[src/rtl/core/bfla_pkg.sv]
// ----------------------------------------------------------------------------
// bfla_pkg
// Shared types and constants for the block free list allocator.
// ----------------------------------------------------------------------------
package bfla_pkg;

  localparam int unsigned BLOCK_W        = 16;
  localparam int unsigned COUNT_W        = 17;
  localparam int unsigned OP_W           = 2;
  localparam int unsigned STATUS_W       = 2;
  localparam int unsigned MIN_BLOCKS     = 1024;
  localparam int unsigned MAX_BLOCKS_DEF = 65536;
  localparam int unsigned BLOCK_SPACE    = 65536;  // block numbers are 16 bits

  localparam logic [COUNT_W-1:0] COUNT_RESET = COUNT_W'(65536);

  // item opcodes
  localparam logic [OP_W-1:0] OP_POPULATE = 2'd0;
  localparam logic [OP_W-1:0] OP_MARK     = 2'd1;
  localparam logic [OP_W-1:0] OP_ALLOC    = 2'd2;
  localparam logic [OP_W-1:0] OP_FREE     = 2'd3;

  // result status codes
  localparam logic [STATUS_W-1:0] STATUS_OK       = 2'd0;
  localparam logic [STATUS_W-1:0] STATUS_NO_SPACE = 2'd1;
  localparam logic [STATUS_W-1:0] STATUS_RANGE    = 2'd2;
  localparam logic [STATUS_W-1:0] STATUS_MISMATCH = 2'd3;

  // work classes decided by the front end
  typedef enum logic [2:0] {
    KIND_POPULATE,
    KIND_MARK,
    KIND_ALLOC,
    KIND_FREE,
    KIND_REJECT,
    KIND_NOP
  } kind_e;

  typedef struct packed {
    kind_e                kind;
    logic [BLOCK_W-1:0]   block;
    logic [COUNT_W-1:0]   cnt;    // effective block count at accept time
  } entry_t;

  // front -> back: queue head
  typedef struct packed {
    logic   valid;
    entry_t entry;
  } qhead_t;

  // back -> front: control
  typedef struct packed {
    logic pop;
    logic clearing;
  } bctl_t;

endpackage

[src/rtl/core/bfla_front.sv]
// ----------------------------------------------------------------------------
// bfla_front
// Accepts items, range-checks and classifies them, and queues them for the
// back end in a two-entry queue.
// ----------------------------------------------------------------------------
module bfla_front
  import bfla_pkg::*;
#(
  parameter int unsigned DEPTH = MAX_BLOCKS_DEF
) (
  input  logic                clk_i,
  input  logic                rst_ni,
  input  logic                start_i,
  output logic                busy_o,
  input  logic [OP_W-1:0]     op_i,
  input  logic [BLOCK_W-1:0]  block_i,
  input  logic [COUNT_W-1:0]  block_count_i,
  input  bctl_t               bctl_i,
  output qhead_t              qhead_o
);

  localparam logic [COUNT_W-1:0] CAP  = COUNT_W'(DEPTH);
  localparam logic [COUNT_W-1:0] LOW  = COUNT_W'(MIN_BLOCKS);

  logic [COUNT_W-1:0] eff_cnt;
  logic               out_of_range;
  logic               accept;
  entry_t             new_entry;

  entry_t     q_mem_q [2];
  logic       wr_ptr_q, wr_ptr_d;
  logic       rd_ptr_q, rd_ptr_d;
  logic [1:0] fill_q, fill_d;

  // effective count, saturated to the supported range
  always_comb begin
    if (block_count_i < LOW) begin
      eff_cnt = LOW;
    end else if (block_count_i > CAP) begin
      eff_cnt = CAP;
    end else begin
      eff_cnt = block_count_i;
    end
  end

  assign out_of_range = {1'b0, block_i} >= eff_cnt;

  always_comb begin
    new_entry.block = block_i;
    new_entry.cnt   = eff_cnt;
    unique case (op_i)
      OP_POPULATE: new_entry.kind = KIND_POPULATE;
      OP_MARK: begin
        if (out_of_range) begin
          new_entry.kind = KIND_REJECT;
        end else if (block_i == '0) begin
          new_entry.kind = KIND_NOP;
        end else begin
          new_entry.kind = KIND_MARK;
        end
      end
      OP_ALLOC: new_entry.kind = KIND_ALLOC;
      OP_FREE: begin
        if (out_of_range || block_i == '0) begin
          new_entry.kind = KIND_REJECT;
        end else begin
          new_entry.kind = KIND_FREE;
        end
      end
      default: new_entry.kind = KIND_REJECT;
    endcase
  end

  assign busy_o = (fill_q == 2'd2) || bctl_i.clearing;
  assign accept = start_i && !busy_o;

  always_comb begin
    wr_ptr_d = wr_ptr_q;
    rd_ptr_d = rd_ptr_q;
    fill_d   = fill_q;
    if (accept) begin
      wr_ptr_d = ~wr_ptr_q;
    end
    if (bctl_i.pop) begin
      rd_ptr_d = ~rd_ptr_q;
    end
    case ({accept, bctl_i.pop})
      2'b10:   fill_d = fill_q + 2'd1;
      2'b01:   fill_d = fill_q - 2'd1;
      default: fill_d = fill_q;
    endcase
  end

  always_ff @(posedge clk_i or negedge rst_ni) begin
    if (!rst_ni) begin
      wr_ptr_q <= 1'b0;
      rd_ptr_q <= 1'b0;
      fill_q   <= 2'd0;
    end else begin
      wr_ptr_q <= wr_ptr_d;
      rd_ptr_q <= rd_ptr_d;
      fill_q   <= fill_d;
    end
  end

  always_ff @(posedge clk_i) begin
    if (accept) begin
      q_mem_q[wr_ptr_q] <= new_entry;
    end
  end

  assign qhead_o.valid = fill_q != 2'd0;
  assign qhead_o.entry = q_mem_q[rd_ptr_q];

endmodule

[config.mk]
export PLATFORM = sky130hd
export DESIGN_NAME = bfla_front
export DESIGN_NICKNAME = d
export VERILOG_FILES = /design/src/rtl/core/bfla_pkg.sv /design/src/rtl/core/bfla_front.sv
export SDC_FILE = /design/constraint.sdc
export NUM_CORES = 1
export LEC_CHECK = 0
export ABC_AREA = 1
export BUFFER_PORTS_ARGS = -buffer_cell sky130_fd_sc_hd__buf_4
export CORE_UTILIZATION = 50
export DETAILED_ROUTE_END_ITERATION = 12
export PLACE_DENSITY = 0.85
export SYNTH_ARGS = -nofsm -noshare
export SYNTH_HDL_FRONTEND = slang
export SYNTH_SLANG_ARGS = --single-unit
[constraint.sdc]
create_clock -name clk_i -period 3.2 [get_ports clk_i]
set_input_delay 0.48 -clock clk_i [delete_from_list [all_inputs] [get_ports clk_i]]
set_output_delay 0.48 -clock clk_i [all_outputs]
set_load 0.005 [all_outputs]
======== Word-level counts from Yosys, hierarchy flattened ========
Memories as Yosys holds them, arrays and structs flattened.
Index checks and enable logic that the tools add are counted.
storage, ports and cells
  input port bits ......................... 40
  word-level logic and storage cells ...... 34
  bits in writable memories ............... 72
  memories kept ........................... 1
  output and inout port bits .............. 38
  register bits ........................... 4
  bits in latches ......................... 0
  ROM bits ................................ 0
cells by class
  bitwise gates (word level) .............. 2
  divide/modulo/power cells ............... 0
  shift-type cells ........................ 0
  $lt $le $gt $ge ......................... 3
  multiply operators ...................... 0
  muxes and demuxes ....................... 9
  equality and inequality tests ........... 6
  reduce and logical (&&, ||, !) cells .... 8
  $add $sub $neg .......................... 2
memory list
  memory   words  width  rd ports  clocked after memory_dff  write ports  RTL line          RTL
  q_mem_q  2      36     1         0                         1            bfla_front.sv:30  entry_t q_mem_q [2];
operator list
  cell                                                           number
  two-way mux 17 bit                                             2
  >= comparator 16 x 17 -> 1 bit                                 1
  greater-than comparator 17 bit (second input constant)         1
  less-than comparator 17 x 11 -> 1 bit (second input constant)  1
  logical NOT 16 bit                                             1
  case mux 3 bit (4 select lines)                                1
  two-way mux 3 bit                                              3
  equality test 2 bit (second input constant)                    4
  equality test 2 x 1 -> 1 bit (second input constant)           2
  case mux 2 bit (2 select lines)                                1
  nonzero test 2 bit                                             2
  adder 2 x 1 -> 2 bit (second input constant)                   1
  logical NOT 2 bit                                              1
  logical OR 1 bit                                               2
  two-way mux 1 bit                                              2
  inverter 1 bit                                                 2
  subtractor 2 x 1 -> 2 bit (second input constant)              1
  logical AND 1 bit                                              1
  logical NOT 1 bit                                              1

======== Depth between registers and ports, before layout ========
  word-level depth ........................ 7
  mapped depth ............................ 18
  mapped depth without buffers ............ 17

======== Least setup slack after synthesis ========
OpenSTA, ideal clock, no wires.
  path type ............................... input to register
  from .................................... input bctl_i[0] (netlist name)
  to ...................................... memory q_mem_q[0][0] (netlist name), enable pin
  data required time ...................... 2771 ps
  arrival time ............................ 2222 ps
  cell stages on the path ................. 3
  library setup time ...................... 429 ps
  path buffers ............................ 0
  path slack .............................. 549 ps
  path through ............................ inv_1 -> nand3_1 -> nor2_1
on the way
  word-level cells in the longest chain between the ends .. 5
ends and longest elaborated chain
  what                                     RTL line           RTL
  from (decl)                              bfla_front.sv:18   input bctl_t bctl_i,
  logical OR 1 bit                         bfla_front.sv:74   assign busy_o = (fill_q == 2'd2) || bctl_i.clearing;
  logical NOT 1 bit                        bfla_front.sv:75   assign accept = start_i && !busy_o;
  logical AND 1 bit                        bfla_front.sv:75
  two-way mux 1 bit                        bfla_front.sv:107  if (accept) begin
  two-way mux 1 bit (implied by the code)  bfla_front.sv:108  q_mem_q[wr_ptr_q] <= new_entry;
  to (decl)                                bfla_front.sv:30
No other way between the ends.

==> metrics <==
outcome=finished clean; final WL=7.20 mm; Synth cell types=25; vias=2400; # H-tree levels=3; root buffer selected by CTS=clkbuf_8; Power Density=631 nW/um2; top cells by area, synth=edfxtp_1 (60%), mux2_2 (11%), nand2_1 (5.9%); pre-CTS WS=0.324 ns; # nets final=447; # diodes=0; clk_skew=0.0116 ns; Total GRT Usage=20.9%; min-delay src=bctl_i[1]; Post-Synthesis Cell Area=3620 um2; vias in the first global route=2483; CTS clk-pin slew, worst paths=0.08 ns; post-CTS sizing=0; Highest Clock Rate=399 MHz; chip width=87.1 um; Worst Setup Path Type=in -> reg; CTS tree=built; Pins Over Slew Limit=0; required time of the critical path=3.29 ns; final hold violation count=0; DRC viols=0; Leakage=0.00199 uW; Synth area leader=edfxtp_1; Die ar.=7590 um2; share of cells above drive strength 1=34.2%; crit path to=q_mem_q[1][34]; Worst R2R End=q_mem_q[0][3]; DRT Pass-1 Iters=4; Startpoint Class=input port; core area=6910 um2; RSZ-0062 raised after global routing=false; Mapped Avg Cell Area=11.9 um2; first-pass GRT wire length=11.5 mm; Num Clock Sinks=76; VDD IR max=0.353 mV; share of the synthesized area in the top cell type=59.7%; Worst Path Arrival=2.60 ns; Tmin final=2.51 ns; Worst-Margin Slew=0.794 ns; R2R depth=5; buffer depth of the longest clock path=2; # setup viols final=0; IO Pins=78; internal reg-to-reg setup slack=1.42 ns; cts bufs inserted=9; Initial Utilization=52.4%; CP max FO=15; max_cap viols=0; Die Y=87.1 um; largest net degree at the start of global routing=37; clk_lat worst skew=0.35 ns; Final ANT Viol Nets=0; Layout area overhead=24.5%; Post-Route Setup TNS=0 ns; gr ovfl total=0; Crit. Startpoint=block_count_i[14]; DR WL/cell=14.7 um; worst hold path class=in -> reg; sequential fraction of the synthesis area=62.5%; via/cell ratio=4.89; port bufs=77; Cells after Synth=304; Slew HR=47.1%; initial antenna violation count=0; commonest non-fill, non-tap cell in the layout=buf_4; final worst-path cycle share=78.4%; Tot Pwr=2840 uW; worst r2r src=fill_q[0]; Setup WS post-layout=0.691 ns; Worst Setup End Kind=register; #FFs+latches synth=76; gpl congestion=0.907; Initial DRC Count=102; row cnt=30; most frequent cells in the layout=buf_4 (80), edfxtp_1 (72), nand2_1 (57); Mapped Nets=361; hpwl dp=5.26 mm; synthesis warning total=0
[layout make-up]
type	instances	area (um2)
clock buffers	12	135
clock inverters	4	27.5
fillers	560	2400
inverters	45	169
multi-input cells	176	1160
flip-flops and latches	76	2260
well taps	96	120
repair buffers	82	631
[worst min path at each step]
stage	end	cells past startpoint
3_5_place_dp	fill_q[1]	1
6_report	rd_ptr_q	2
2_1_floorplan	fill_q[0]	0
5_1_grt	rd_ptr_q	2
3_3_place_gp	wr_ptr_q	1
4_1_cts	rd_ptr_q	2
[routing by layer]
metal	GRT usage (%)	wire length, um
met5	0	0
met4	10.1	192
met3	4.83	277
met2	35.1	3670
met1	25.5	3050
[state kept, by name (all words and copies together) (netlist names)]
signal,cells
fill_q,2
q_mem_q,72
rd_ptr_q,1
wr_ptr_q,1
[cell families after synthesis]
| group | Yosys count | synth area share [%] |
|---|---|---|
| compound gates | 8 | 1.24 |
| xor+xnor | 4 | 0.968 |
| fa+ha+maj | 17 | 5.87 |
| buf+inv | 52 | 5.84 |
| flops | 76 | 62.5 |
| mux | 36 | 11.2 |
| simple gates | 111 | 12.4 |
[stage by stage]
step	area (um2)	instances	util, %	hold WS, ns
6_report	4510	491	65.3	0.317
4_1_cts	4510	491	65.3	0.314
3_3_place_gp	4330	474	62.8	0.278
3_5_place_dp	4330	474	62.8	0.278
5_1_grt	4510	491	65.3	0.319
2_1_floorplan	3620	304	-	0.184
[cells in the mapped netlist]
| cell type | instances |
|---|---|
| edfxtp_1 | 72 |
| nand2_1 | 57 |
| inv_1 | 45 |
| nor2_1 | 40 |
| mux2_2 | 36 |
| ha_1 | 17 |
| nand3_1 | 6 |
| a21oi_1 | 4 |
| buf_2 | 4 |
| dfrtp_1 | 4 |
| xor2_1 | 3 |
| nor4_1 | 2 |
| o21ai_0 | 2 |
| a21o_1 | 1 |
| buf_4 | 1 |
| buf_6 | 1 |
| clkbuf_1 | 1 |
| nand2_2 | 1 |
| nand4_1 | 1 |
| nor3_1 | 1 |
| nor4_2 | 1 |
| o21bai_1 | 1 |
| or2_1 | 1 |
| or2_2 | 1 |
| xnor2_1 | 1 |
[where the power goes]
part / internal (uW) / switching (uW) / leakage (uW)
combinational: 509 / 376 / 0.00119
clock: 282 / 342 / 0.0000843
sequential: 1250 / 87.2 / 0.000710
[worst max-delay path: stages]
cell	delay, ns
buf_4	0.11
or2_1	0.25
nor4_2	0.22
nand3_1	0.11
nand2_2	0.22
nand2_1	0.12
ha_1	0.31
nand2_1	0.07
nor2_1	0.23
nand3_1	0.14
o21bai_1	0.16
nor2_1	0.05
nand4_1	0.06
nand2_1	0.07
[what timing repair did]
item | in CTS | in global routing
hold endpoints to repair | 4 | 0
buffers inserted | 0 | 0
hold buffers | 1 | 0
No activity file was read; power rests on OpenSTA's default activity.
